## config.mk

```make
export PLATFORM = sky130hd
export DESIGN_NAME = byte_substring_matcher
export DESIGN_NICKNAME = d
export VERILOG_FILES = /design/src/hdl/bsm_pkg.sv /design/src/hdl/bsm_cell.sv /design/src/hdl/bsm_track.sv /design/src/hdl/byte_substring_matcher.sv
export SDC_FILE = /design/constraint.sdc
export NUM_CORES = 1
export LEC_CHECK = 0
export BUFFER_PORTS_ARGS = -buffer_cell sky130_fd_sc_hd__buf_2
export CAP_MARGIN = 20
export CORE_AREA = 3 3 283 285
export DETAILED_ROUTE_END_ITERATION = 8
export DIE_AREA = 0 0 286 288
export SLEW_MARGIN = 20
export SYNTH_ARGS = -nofsm -noshare
export SYNTH_HDL_FRONTEND = slang
export SYNTH_SLANG_ARGS = --single-unit
```

## constraint.sdc

```tcl
create_clock -name aclk -period 8.4 [get_ports aclk]
set_input_delay 0.84 -clock aclk [delete_from_list [all_inputs] [get_ports aclk]]
set_output_delay 0.84 -clock aclk [all_outputs]
set_load 0.02 [all_outputs]
```

## src/hdl/bsm_pkg.sv

```systemverilog
// Shared constants, types and helpers for the byte substring matcher.
// No dependencies; imported by every module under hdl/.
package bsm_pkg;

    localparam int NUM_CELLS = 16;
    localparam int CHAR_W    = 8;
    localparam int LEN_W     = 5;
    localparam int POS_W     = 17;
    localparam int BND_W     = 18;
    localparam int CFG_W     = 64;
    localparam int CFG_IDX_W = 3;
    localparam int MODE_W    = 2;
    localparam int NEEDLE_W  = NUM_CELLS * CHAR_W;
    localparam int CIDX_W    = $clog2(NUM_CELLS);

    localparam logic [MODE_W-1:0] MODE_FIND   = 2'd0;
    localparam logic [MODE_W-1:0] MODE_COUNT  = 2'd1;
    localparam logic [MODE_W-1:0] MODE_PREFIX = 2'd2;
    localparam logic [MODE_W-1:0] MODE_SUFFIX = 2'd3;

    localparam logic [CFG_IDX_W-1:0] CFG_NEEDLE_LO = 3'd0;
    localparam logic [CFG_IDX_W-1:0] CFG_NEEDLE_HI = 3'd1;
    localparam logic [CFG_IDX_W-1:0] CFG_NEEDLE_LEN = 3'd2;
    localparam logic [CFG_IDX_W-1:0] CFG_MODE      = 3'd3;
    localparam logic [CFG_IDX_W-1:0] CFG_TEXT_LEN  = 3'd4;
    localparam logic [CFG_IDX_W-1:0] CFG_WIN_START = 3'd5;
    localparam logic [CFG_IDX_W-1:0] CFG_WIN_END   = 3'd6;

    localparam logic [LEN_W-1:0] MAX_NEEDLE_LEN = LEN_W'(NUM_CELLS);

    typedef struct packed {
        logic              len_zero;
        logic [LEN_W-1:0]  len_act;
        logic [MODE_W-1:0] mode;
        logic [POS_W-1:0]  from;
        logic [POS_W-1:0]  to;
    } bsm_cfg_t;

    typedef struct packed {
        logic             found;
        logic [POS_W-1:0] index;
        logic [POS_W-1:0] count;
    } bsm_res_t;

    function automatic logic [CHAR_W-1:0] needle_char(
        input logic [NEEDLE_W-1:0] needle,
        input logic [CIDX_W-1:0]   idx
    );
        return needle[idx*CHAR_W +: CHAR_W];
    endfunction

endpackage

```

## src/hdl/bsm_cell.sv

```systemverilog
// One cell of the text shift line: holds one text byte, compares its next value
// with its needle byte and extends the match chain. Depends on bsm_pkg.
module bsm_cell (
    input  logic                       aclk,
    input  logic                       shift_en,
    input  logic [bsm_pkg::CHAR_W-1:0] data_in,
    input  logic [bsm_pkg::CHAR_W-1:0] pat_char,
    input  logic                       active,
    input  logic                       chain_in,
    output logic [bsm_pkg::CHAR_W-1:0] data_out,
    output logic                       chain_out
);
    import bsm_pkg::*;

    logic [CHAR_W-1:0] data_reg;

    always_ff @(posedge aclk) begin
        if (shift_en) begin
            data_reg <= data_in;
        end
    end

    assign data_out  = data_reg;
    // inactive cells pass the chain through
    assign chain_out = chain_in & (!active | (data_in == pat_char));

endmodule

```

## src/hdl/bsm_track.sv

```systemverilog
// Match trackers: position, first match in window, greedy count, prefix and
// suffix flags, and the result mux. Depends on bsm_pkg.
module bsm_track (
    input  logic              aclk,
    input  logic              aresetn,
    input  logic              step,
    input  logic              has_byte,
    input  logic              last_item,
    input  logic              chain_hit,
    input  bsm_pkg::bsm_cfg_t cfg,
    output bsm_pkg::bsm_res_t res
);
    import bsm_pkg::*;

    logic [POS_W-1:0] pos_reg, pos_next;
    logic             fm_valid_reg, fm_valid_next;
    logic [POS_W-1:0] fm_idx_reg, fm_idx_next;
    logic [POS_W-1:0] cnt_reg, cnt_next;
    logic [POS_W-1:0] allow_reg, allow_next;
    logic             prefix_reg, prefix_next;
    logic             suffix_reg, suffix_next;

    logic             take;
    logic             hit;
    logic [POS_W-1:0] p1;
    logic [POS_W-1:0] start;
    logic [POS_W-1:0] len_ext;

    assign len_ext = POS_W'(cfg.len_act);
    assign take    = step & has_byte & !pos_reg[POS_W-1];
    assign p1      = pos_reg + POS_W'(1);
    assign start   = p1 - len_ext;
    assign hit     = take & !cfg.len_zero & chain_hit & (p1 >= len_ext);

    always_comb begin
        pos_next      = take ? p1 : pos_reg;
        fm_valid_next = fm_valid_reg;
        fm_idx_next   = fm_idx_reg;
        cnt_next      = cnt_reg;
        allow_next    = allow_reg;
        prefix_next   = prefix_reg;
        suffix_next   = take ? hit : suffix_reg;
        if (hit) begin
            if (!fm_valid_reg && (start >= cfg.from) && (p1 <= cfg.to)) begin
                fm_valid_next = 1'b1;
                fm_idx_next   = start;
            end
            if (start >= allow_reg) begin
                cnt_next   = cnt_reg + POS_W'(1);
                allow_next = p1;
            end
            if (start == '0) begin
                prefix_next = 1'b1;
            end
        end
    end

    always_comb begin
        res.found = 1'b0;
        res.index = '1;
        res.count = '0;
        unique case (cfg.mode)
            MODE_FIND: begin
                if (cfg.len_zero) begin
                    res.found = 1'b1;
                    res.index = cfg.from;
                end else begin
                    res.found = fm_valid_next;
                    res.index = fm_valid_next ? fm_idx_next : '1;
                end
            end
            MODE_COUNT: begin
                res.count = cfg.len_zero ? pos_next + POS_W'(1) : cnt_next;
                res.found = (res.count != '0);
            end
            MODE_PREFIX: res.found = cfg.len_zero | prefix_next;
            MODE_SUFFIX: res.found = cfg.len_zero | suffix_next;
            default: res.found = 1'b0;
        endcase
    end

    always_ff @(posedge aclk) begin
        if (!aresetn || (step && last_item)) begin
            pos_reg      <= '0;
            fm_valid_reg <= 1'b0;
            cnt_reg      <= '0;
            allow_reg    <= '0;
            prefix_reg   <= 1'b0;
            suffix_reg   <= 1'b0;
        end else begin
            pos_reg      <= pos_next;
            fm_valid_reg <= fm_valid_next;
            cnt_reg      <= cnt_next;
            allow_reg    <= allow_next;
            prefix_reg   <= prefix_next;
            suffix_reg   <= suffix_next;
        end
    end

    always_ff @(posedge aclk) begin
        fm_idx_reg <= fm_idx_next;
    end

    a_count_le_pos: assert property (@(posedge aclk) disable iff (!aresetn)
        cnt_reg <= pos_reg)
        else $error("match count exceeds bytes seen");

    a_allow_le_pos: assert property (@(posedge aclk) disable iff (!aresetn)
        allow_reg <= pos_reg)
        else $error("next allowed start beyond current position");

    a_clear_after_last: assert property (@(posedge aclk) disable iff (!aresetn)
        step && last_item |=> pos_reg == '0 && !fm_valid_reg && cnt_reg == '0)
        else $error("stream state not cleared after last beat");

endmodule

```

## src/hdl/byte_substring_matcher.sv

```systemverilog
// Top level of the byte substring matcher: configuration registers, window
// bound resolution, the cell chain, the trackers and the result register.
// Depends on bsm_pkg, bsm_cell and bsm_track.
//
// Takes one text byte per clock on the s_ side and gives one result beat on the
// m_ side for every input beat with tlast set, in the cycle after that beat. The
// needle compare is a row of 16 cells that shift the text along and check the
// newest needle-length bytes in parallel with the byte being taken. s_tready
// drops while a finished result waits for m_tready, and in the cycle after a
// configuration write while the window bounds are resolved into registers.
module byte_substring_matcher (
    input  logic                          aclk,
    input  logic                          aresetn,
    input  logic                          cfg_wr_en,
    input  logic [bsm_pkg::CFG_IDX_W-1:0] cfg_index,
    input  logic [bsm_pkg::CFG_W-1:0]     cfg_data,
    input  logic                          s_tvalid,
    output logic                          s_tready,
    input  logic [7:0]                    s_tdata,   // text_byte[7:0]
    input  logic                          s_tuser,   // has_byte
    input  logic                          s_tlast,   // last_item
    output logic                          m_tvalid,
    input  logic                          m_tready,
    output logic [39:0]                   m_tdata    // found, match_index[17:1],
                                                     // match_count[34:18], zero pad
);
    import bsm_pkg::*;

    logic [CFG_W-1:0]  needle_lo_reg;
    logic [CFG_W-1:0]  needle_hi_reg;
    logic [LEN_W-1:0]  needle_len_reg;
    logic [MODE_W-1:0] mode_reg;
    logic [POS_W-1:0]  text_len_reg;
    logic [BND_W-1:0]  win_start_reg;
    logic [BND_W-1:0]  win_end_reg;
    logic [POS_W-1:0]  from_reg;
    logic [POS_W-1:0]  to_reg;
    logic              cfg_settle_reg;

    logic [POS_W-1:0]    from_next, to_next;
    logic [NEEDLE_W-1:0] needle;
    logic [LEN_W-1:0]    len_act;
    bsm_cfg_t            cfg;
    bsm_res_t            res;
    logic                in_fire;
    logic                shift_en;

    logic [CHAR_W-1:0]   cell_data [NUM_CELLS];
    logic [NUM_CELLS:0]  chain;

    logic                out_valid_reg;
    bsm_res_t            out_res_reg;

    function automatic logic [POS_W-1:0] resolve_bound(
        input logic [BND_W-1:0] v,
        input logic [POS_W-1:0] n
    );
        logic signed [BND_W:0] t;
        logic signed [BND_W:0] ns;
        t  = $signed({v[BND_W-1], v});
        ns = $signed({2'b00, n});
        if (t < 0) begin
            t = t + ns;
            if (t < 0) begin
                t = '0;
            end
        end
        if (t > ns) begin
            t = ns;
        end
        return t[POS_W-1:0];
    endfunction

    always_ff @(posedge aclk) begin
        if (!aresetn) begin
            needle_lo_reg  <= '0;
            needle_hi_reg  <= '0;
            needle_len_reg <= LEN_W'(1);
            mode_reg       <= MODE_FIND;
            text_len_reg   <= '0;
            win_start_reg  <= '0;
            win_end_reg    <= BND_W'(131071);
        end else if (cfg_wr_en) begin
            unique case (cfg_index)
                CFG_NEEDLE_LO:  needle_lo_reg  <= cfg_data;
                CFG_NEEDLE_HI:  needle_hi_reg  <= cfg_data;
                CFG_NEEDLE_LEN: needle_len_reg <= cfg_data[LEN_W-1:0];
                CFG_MODE:       mode_reg       <= cfg_data[MODE_W-1:0];
                CFG_TEXT_LEN:   text_len_reg   <= cfg_data[POS_W-1:0];
                CFG_WIN_START:  win_start_reg  <= cfg_data[BND_W-1:0];
                CFG_WIN_END:    win_end_reg    <= cfg_data[BND_W-1:0];
                default: ;
            endcase
        end
    end

    always_comb begin
        from_next = resolve_bound(win_start_reg, text_len_reg);
        to_next   = resolve_bound(win_end_reg, text_len_reg);
        if (to_next < from_next) begin
            to_next = from_next;
        end
    end

    always_ff @(posedge aclk) begin
        if (!aresetn) begin
            from_reg <= '0;
            to_reg   <= '0;
        end else begin
            from_reg <= from_next;
            to_reg   <= to_next;
        end
    end

    // hold input off while the resolved bounds catch up with a write
    always_ff @(posedge aclk) begin
        if (!aresetn) begin
            cfg_settle_reg <= 1'b0;
        end else begin
            cfg_settle_reg <= cfg_wr_en;
        end
    end

    assign needle  = {needle_hi_reg, needle_lo_reg};
    assign len_act = (needle_len_reg > MAX_NEEDLE_LEN) ? MAX_NEEDLE_LEN : needle_len_reg;

    assign cfg.len_zero = (len_act == '0);
    assign cfg.len_act  = len_act;
    assign cfg.mode     = mode_reg;
    assign cfg.from     = from_reg;
    assign cfg.to       = to_reg;

    assign s_tready = !cfg_settle_reg && (!out_valid_reg || m_tready);
    assign in_fire  = s_tvalid && s_tready;
    assign shift_en = in_fire && s_tuser;

    assign cell_data[0] = s_tdata;
    assign chain[0]     = 1'b1;

    for (genvar i = 0; i < NUM_CELLS; i++) begin : g_cells
        localparam logic [LEN_W-1:0] CellIdx = LEN_W'(i);
        logic              active;
        logic [LEN_W-1:0]  pat_idx;
        logic [CHAR_W-1:0] pat_char;
        logic [CHAR_W-1:0] data_out;

        assign active   = CellIdx < len_act;
        assign pat_idx  = len_act - CellIdx - LEN_W'(1);
        assign pat_char = needle_char(needle, pat_idx[CIDX_W-1:0]);

        bsm_cell u_cell (
            .aclk      (aclk),
            .shift_en  (shift_en),
            .data_in   (cell_data[i]),
            .pat_char  (pat_char),
            .active    (active),
            .chain_in  (chain[i]),
            .data_out  (data_out),
            .chain_out (chain[i+1])
        );

        if (i < NUM_CELLS - 1) begin : g_link
            assign cell_data[i+1] = data_out;
        end
    end

    bsm_track u_track (
        .aclk      (aclk),
        .aresetn   (aresetn),
        .step      (in_fire),
        .has_byte  (s_tuser),
        .last_item (s_tlast),
        .chain_hit (chain[NUM_CELLS]),
        .cfg       (cfg),
        .res       (res)
    );

    always_ff @(posedge aclk) begin
        if (!aresetn) begin
            out_valid_reg <= 1'b0;
        end else if (in_fire && s_tlast) begin
            out_valid_reg <= 1'b1;
        end else if (m_tready) begin
            out_valid_reg <= 1'b0;
        end
    end

    always_ff @(posedge aclk) begin
        if (in_fire && s_tlast) begin
            out_res_reg <= res;
        end
    end

    assign m_tvalid = out_valid_reg;
    assign m_tdata  = {5'b0, out_res_reg.count, out_res_reg.index, out_res_reg.found};

    a_reset_idle: assert property (@(posedge aclk)
        !aresetn |=> !m_tvalid)
        else $error("result valid right after reset");

    a_result_from_last: assert property (@(posedge aclk) disable iff (!aresetn)
        $rose(m_tvalid) |-> $past(s_tvalid && s_tready && s_tlast))
        else $error("result raised without a last beat");

    a_no_drop: assert property (@(posedge aclk) disable iff (!aresetn)
        m_tvalid && !m_tready |-> !s_tready)
        else $error("input taken while a result is blocked");

endmodule

```

# [Yosys cells after proc, flatten, opt, wreduce, memory -nomap -nowiden]
# Index checks and enable logic that the tools add are counted.
[classes] eq_ne=25 add_sub_neg=36 order_cmp=28 n_bitwise=38 reduce_logical=44 muxes=24 n_shift=16
[ops] op="variable part select 128 x 8 -> 8 bit" count=16
[ops] op="two-way mux 17 bit" count=10
[ops] op="== test 8 bit" count=16
[ops] op="two-way mux 19 bit" count=4
[ops] op="subtractor 4 x 1 -> 4 bit, second input constant" count=16
[ops] op="adder 17 x 1 -> 17 bit, second input constant" count=3
[ops] op="< comparator 4 x 5 -> 1 bit, first input constant" count=8
[ops] op="adder 18 x 18 -> 19 bit" count=2
[ops] op="> comparator 19 x 18 -> 1 bit" count=2
[ops] op="< comparator 19 x 1 -> 1 bit, second input constant" count=2
[ops] op="< comparator 18 x 1 -> 1 bit, second input constant" count=2
[ops] op="greater-or-equal comparator 17 bit" count=2
[ops] op="subtractor 4 bit, second input constant" count=8
[ops] op="zero test 1 bit" count=22
[ops] op="bitwise AND 1 bit" count=20
[ops] op="< comparator 3 x 5 -> 1 bit, first input constant" count=4
[ops] op="two-way mux 18 bit" count=1
[ops] op="OR 1 bit" count=18
[ops] op="greater-or-equal comparator 17 x 5 -> 1 bit" count=1
[ops] op="less-or-equal comparator 17 bit" count=1
[ops] op="zero test 17 bit" count=1
[ops] op="< comparator 17 bit" count=1
[ops] op="nonzero test 17 bit" count=1
[ops] op="subtractor 17 x 5 -> 17 bit" count=1
[ops] op="other kinds (20)" count=49
[totals] inputBits=82 elab_cells=247 output_inout_bits=42 regBits=450

# [Logic depth before layout (Yosys ltp)]
[depth] ltp_word=28 mapped_depth=49 mapped_depth_nobuf=45

# [Modules after synthesis]
# Synthesis repeated with hierarchy kept, for this count alone.
[hier_totals] hier_cells=3223 hier_area_um2=29965.0
[modules_own_cells] mod="byte_substring_matcher" cells_per_inst=2060 instances=1 area_each_um2=18261.3 seq_area_each_um2=5535.3
[modules_own_cells] mod="bsm_track" cells_per_inst=843 instances=1 area_each_um2=6358.6 seq_area_each_um2=1421.4
[modules_own_cells] mod="bsm_cell" cells_per_inst=20 instances=16 area_each_um2=334.1 seq_area_each_um2=240.2

# [Least setup slack after synthesis]
# Ideal clock, no wire load.
[synth_path] path_type="register -> register" start="register text_len_reg[0]" end="register to_reg[10]" path_buffers=4 setup_time_ns=0.142 required_time_ns=8.258 path_slack_ns=-0.542 stages_incl_launch_ff=50 period_less_slack_ns=8.942 arrival_time_ns=8.801 path_cell_list="dfxtp_1 > ha_1 > fa_1 > a21o_1 > a21oi_1 > o21bai_1 > a21oi_1 > o21bai_1 > a21oi_1 > o21a_1 > o21ai_0 > a31oi_1 > o21ai_0 > and2_1 > clkbuf_1 > a2bb2oi_1 > inv_1 > ha_1 > [14 not listed] > mux2_2 > inv_1 > ha_1 > a21o_1 > a21o_1 > a21oi_1 > nor2b_1 > o21ai_0 > nand2b_1 > a21oi_1 > nor2b_1 > o21ai_0 > nand2_1 > a21o_1 > a21oi_1 > o211ai_1 > clkbuf_1 > mux2i_1"
[synth_between] elab_chain_len=8 elab_cells_between_ends=14 cone_classes="add/sub: 2; order compare: 5; mux: 7"
[synth_rtl] element="start, declared" line_no="byte_substring_matcher.sv:33" rtl="logic [POS_W-1:0] text_len_reg;"
[synth_rtl] element="start signal, assigned" line_no="byte_substring_matcher.sv:89" rtl="CFG_TEXT_LEN: text_len_reg <= cfg_data[POS_W-1:0];"
[synth_rtl] element="adder 18 x 18 -> 19 bit" line_no="byte_substring_matcher.sv:63" rtl="t = t + ns;"
[synth_rtl] element="< comparator 19 x 1 -> 1 bit" line_no="byte_substring_matcher.sv:64" rtl="if (t < 0) begin"
[synth_rtl] element="two-way mux 19 bit" line_no="byte_substring_matcher.sv:64"
[synth_rtl] element="two-way mux 19 bit" line_no="byte_substring_matcher.sv:62" rtl="if (t < 0) begin"
[synth_rtl] element="> comparator 19 x 18 -> 1 bit" line_no="byte_substring_matcher.sv:68" rtl="if (t > ns) begin"
[synth_rtl] element="two-way mux 17 bit" line_no="byte_substring_matcher.sv:68"
[synth_rtl] element="< comparator 17 bit" line_no="byte_substring_matcher.sv:100" rtl="if (to_next < from_next) begin"
[synth_rtl] element="two-way mux 17 bit *" line_no="byte_substring_matcher.sv:100"
[synth_rtl] element="end signal, assigned" line_no="byte_substring_matcher.sv:111" rtl="to_reg <= to_next;"
[synth_rtl] element="end, declared" line_no="byte_substring_matcher.sv:37" rtl="logic [POS_W-1:0] to_reg;"
# Mark *: on every way between the ends. The rest lies on a longest branch, timed or not.
# A chain may end at the register's enable or synchronous reset.

# [Final worst setup path]
[layout_path] start="register win_start_reg[0]" end="register to_reg[9]"
[layout_between] elab_chain_len=8 elab_cells_between_ends=9 cone_classes="add/sub: 1; order compare: 4; mux: 4"
[layout_rtl] element="start, declared" line_no="byte_substring_matcher.sv:34" rtl="logic [BND_W-1:0] win_start_reg;"
[layout_rtl] element="start signal, assigned" line_no="byte_substring_matcher.sv:90" rtl="CFG_WIN_START: win_start_reg <= cfg_data[BND_W-1:0];"
[layout_rtl] element="adder 18 x 18 -> 19 bit" line_no="byte_substring_matcher.sv:63"
[layout_rtl] element="< comparator 19 x 1 -> 1 bit" line_no="byte_substring_matcher.sv:64"
[layout_rtl] element="two-way mux 19 bit" line_no="byte_substring_matcher.sv:64"
[layout_rtl] element="two-way mux 19 bit *" line_no="byte_substring_matcher.sv:62"
[layout_rtl] element="> comparator 19 x 18 -> 1 bit" line_no="byte_substring_matcher.sv:68"
[layout_rtl] element="two-way mux 17 bit *" line_no="byte_substring_matcher.sv:68"
[layout_rtl] element="< comparator 17 bit" line_no="byte_substring_matcher.sv:100"
[layout_rtl] element="two-way mux 17 bit *" line_no="byte_substring_matcher.sv:100"
# Marked as above.

==> summary.md <==
| Metric | Value |
|---|---|
| Result of the run | complete, no violations |
| Mean cell area of the mapped netlist | 8.594 µm² |
| Die outline width | 286 µm |
| # DRC | 0 |
| Flip-flop count of the largest register after layout | 120 |
| First-pass GRT wire length | 207900 µm |
| Setup slack on the worst flop-to-flop path | 0.31 ns |
| Core box area | 77590 µm² |
| Maximum vdd drop | 0.0001374 V |
| Die extent in y | 288 µm |
| Number of flops mapped to enable cells by yosys | 155 |
| Total Neg Setup Slack | 0 ns |
| CP max stage delay | 0.36 ns |
| Final std cell area, no fill | 38760 µm² |
| Drt first pass iters | 9 |
| Top delay family on crit path | compound AO/OA/AOI/OAI gates |
| Startpoint of the lowest-slack register-to-register path | win_start_reg[0] |
| Hold path cells | 1 |
| Max capacitance violation total | 0 |
| Element type at the critical path end | register |
| Slew Viols, Final | 0 |
| Final critical delay including setup and external delays | 8.093 ns |
| Worst Hold Launch | s_tdata[7] |
| Routed WL | 144400 µm |
| Placed Instance Area | 36850 µm² |
| Clock Root Buffer | sky130_fd_sc_hd__clkbuf_16 |
| Met3 Usage GRT | 10.16% |
| Fraction of met1 tracks used by global routing | 47.60% |
| Boundary pin count | 124 |
| Asr flop ratio synth | 0% |
| Clock tree sinks | 450 |
| CTS tree | built |
| Number of setup violations in the final report | 0 |
| Worst Setup Path Type | reg2reg |
| Total global-route track usage | 33.89% |
| Later-pin clock latency in the skew report | 0.65 ns |
| Seq/Total Area, Yosys | 30.18% |
| Clock-pin slew on the worst setup and hold paths | 0.06 ns |
| Most frequently used flop master after synthesis | sky130_fd_sc_hd__dfxtp_1 |
| Vias in the first global route | 30150 |
| Maximum number of pins on one net before global-route repair | 122 |
| Required time reported for the critical path endpoint | 8.91 ns |
| Total clock buffers created by CTS | 51 |
| Final critical-path share of the clock period | 96.34% |
| Net total in the final layout | 4345 |
| PnR Total Power | 6.037 mW |
| Worst R2R End | to_reg[9] |
| Worst EP arrival | 8.61 ns |
| Slew at the pin closest to its max-slew limit | 1.203 ns |
| Routed WL per cell | 27.77 µm |
| Total of flip-flops plus latches after synthesis | 450 |
| PwrDens | 155.7 nW/µm² |
| Hold buffers post-CTS | 0 |
| Initial core utilization | 45.09% |
| Leak pwr | 14.31 nW |
| Hold Violations, Final | 0 |
| Buffers and inverters on the worst path | 5 |
| Average vias per placed instance | 6.439 |
| Growth of design area from synthesis to finish | 10.80% |
| Total die area | 82370 µm² |
| Share of the core filled with cells | 49.95% |
| Dominant cell type by count on the critical path | sky130_fd_sc_hd__o21a_1 |
| Number of buffers on the longest clock path | 3 |
| Number of DRC markers after the initial detailed-route iteration | 4719 |
| GRT met2 Usage | 48.38% |
| Crit path max-delay cell type | sky130_fd_sc_hd__fa_2 |
| Number of antenna violations at the first check in global routing | 6 |
| Placement Rows | 102 |
| HPWL reported at the end of detailed placement | 109800 µm |
| GP Congestion | 1.081 |
| Worst setup skew after layout | 0.04336 ns |
| Post-Syn Area | 34980 µm² |
| Layout cells sized above 1 | 14.44% |
| Number of warnings issued by yosys | 0 |
| Hold EP | g_cells[0].u_cell.data_out[7] |
| Worst-case headroom to the max-slew limit | 19.58% |
| Fmax | 123.6 MHz |
| Min-Delay Path Class | in2reg |
| Worst reg-to-reg path cell count | 45 |
| Total via count after detailed routing | 33470 |
| ANT nets after route | 0 |
| Most Crowded Layer GR | met2 |
| Unique cell type count in the Yosys netlist | 101 |
| Max FO, Critical Path | 14 |
| Gate count of the mapped netlist | 4071 |
| Number of H-tree levels | 2 |
| I/O Buffers | 118 |
| Total congestion overflow | 0 |
| Category of the worst setup path launch point | register |
## worst max-delay path by stage
stage / from / to / cells after the start
global placement: text_len_reg[0] / to_reg[9] / 46
CTS: win_start_reg[0] / to_reg[2] / 47
finish: win_start_reg[0] / to_reg[9] / 45
detailed placement: win_start_reg[0] / to_reg[9] / 47
floorplan: text_len_reg[0] / to_reg[10] / 49
global route: win_start_reg[0] / to_reg[9] / 48
## kinds of logic (layout without fill, tap and decap cells)
kind of cell / after synthesis / count (layout) / share of synthesized area, %
and+or+nand+nor: 1394 / 1394 / 19.21
AOI/OAI and AO/OA: 994 / 994 / 19.94
buffers and inverters: 487 / 567 / 5.862
DFF: 450 / 450 / 30.18
muxes: 365 / 365 / 13.62
xor gates and xnor gates: 233 / 233 / 5.855
adders and majority gates: 147 / 147 / 5.322
other: 1 / 8 / 0.01072
## layer usage
layer,up-vias,routed length [µm]
met3,384,17530
met1,16120,61330
met2,1977,58480
li1,14990,-
met5,-,0
met4,0,7026
## where the power goes
part / leakage, nW / internal (mW) / switching, mW
Combinational: 9.67 / 0.497 / 0.780
Sequential: 3.80 / 2.32 / 0.0930
Clock: 0.841 / 1.36 / 0.988
Total: 14.3 / 4.18 / 1.86
## stage by stage
stage / hold slack [ns] / setup WS, ns / cells
CTS: 0.3683 / 0.01212 / 5185
global route: 0.3839 / -0.07563 / 5196
detailed placement: 0.4472 / -0.1098 / 5093
finish: 0.4039 / 0.3072 / 5198
global placement: 0.4428 / 0.02360 / 5093
floorplan: 0.4244 / 0.03558 / 4075
## area by class of cell
class	instances	area [µm²]
multi-input cells	3138	22570
well taps	1040	1301
inverters	205	774.5
fillers	7608	38830
diodes	3	7.507
clock buffers	67	1396
repair buffers	270	1797
flip-flops and latches	450	10570
clock inverters	25	346.6
## repair_timing
item | 4_1_cts | 5_1_grt
gates cloned | 0 | 1
endpoints found under the setup margin | 17 | 17
setup buffers | 0 | 9
pin swaps | 1 | 13
gates resized for setup | 2 | 23
## cells in the mapped netlist (49+ instances only)
master                     number  share of area [%]
sky130_fd_sc_hd__xor2_1        93                2.3
sky130_fd_sc_hd__dfxtp_1      295                 17
sky130_fd_sc_hd__mux4_2        82                5.3
sky130_fd_sc_hd__nand2_1      553                5.9
sky130_fd_sc_hd__a21oi_1      151                2.2
sky130_fd_sc_hd__nand3_1       85                1.2
sky130_fd_sc_hd__mux2i_1      215                6.2
sky130_fd_sc_hd__inv_1        201                2.2
sky130_fd_sc_hd__xnor2_1      139                3.5
sky130_fd_sc_hd__ha_1         144                5.2
sky130_fd_sc_hd__buf_2         83                1.2
sky130_fd_sc_hd__nor3_1        87                1.2
sky130_fd_sc_hd__a211oi_1      49                1.1
sky130_fd_sc_hd__o22ai_1       81                1.4
sky130_fd_sc_hd__a21boi_0     168                3.6
sky130_fd_sc_hd__clkbuf_1     159                1.7
sky130_fd_sc_hd__o211ai_1      52                1.1
sky130_fd_sc_hd__nor2_1       261                2.8
sky130_fd_sc_hd__nor2b_1       61                1.1
sky130_fd_sc_hd__o21ai_0      118                1.7
sky130_fd_sc_hd__edfxtp_1     155                 13
sky130_fd_sc_hd__mux2_2        68                2.2
## placed cells by master (no fill, tap or decap), types with 15 or more instances in the layout
cell type,instances
sky130_fd_sc_hd__and2_1,23
sky130_fd_sc_hd__ha_1,143
sky130_fd_sc_hd__nor2_1,257
sky130_fd_sc_hd__nor3_1,84
sky130_fd_sc_hd__o211ai_1,52
sky130_fd_sc_hd__nand2_1,550
sky130_fd_sc_hd__or2_2,16
sky130_fd_sc_hd__a22oi_1,16
sky130_fd_sc_hd__o21a_1,36
sky130_fd_sc_hd__buf_2,117
sky130_fd_sc_hd__nor2b_1,59
sky130_fd_sc_hd__mux2i_1,208
sky130_fd_sc_hd__dfxtp_1,290
sky130_fd_sc_hd__a21boi_0,168
sky130_fd_sc_hd__a21oi_1,143
sky130_fd_sc_hd__and3_1,37
sky130_fd_sc_hd__xnor2_1,138
sky130_fd_sc_hd__edfxtp_1,155
sky130_fd_sc_hd__a31oi_1,36
sky130_fd_sc_hd__mux2_2,67
sky130_fd_sc_hd__a2bb2oi_1,16
sky130_fd_sc_hd__o21ai_0,114
sky130_fd_sc_hd__inv_1,199
sky130_fd_sc_hd__a21o_1,43
sky130_fd_sc_hd__o31ai_1,15
sky130_fd_sc_hd__o221ai_1,23
sky130_fd_sc_hd__nor4_1,32
sky130_fd_sc_hd__nor3b_1,36
sky130_fd_sc_hd__nand4_1,43
sky130_fd_sc_hd__or3_1,41
sky130_fd_sc_hd__o22ai_1,81
sky130_fd_sc_hd__nand2b_1,38
sky130_fd_sc_hd__mux4_2,82
sky130_fd_sc_hd__clkbuf_16,52
sky130_fd_sc_hd__xor2_1,93
sky130_fd_sc_hd__buf_4,147
sky130_fd_sc_hd__a211oi_1,47
sky130_fd_sc_hd__o21bai_1,15
sky130_fd_sc_hd__nand3_1,84
No activity file was read; power rests on OpenSTA's default activity.
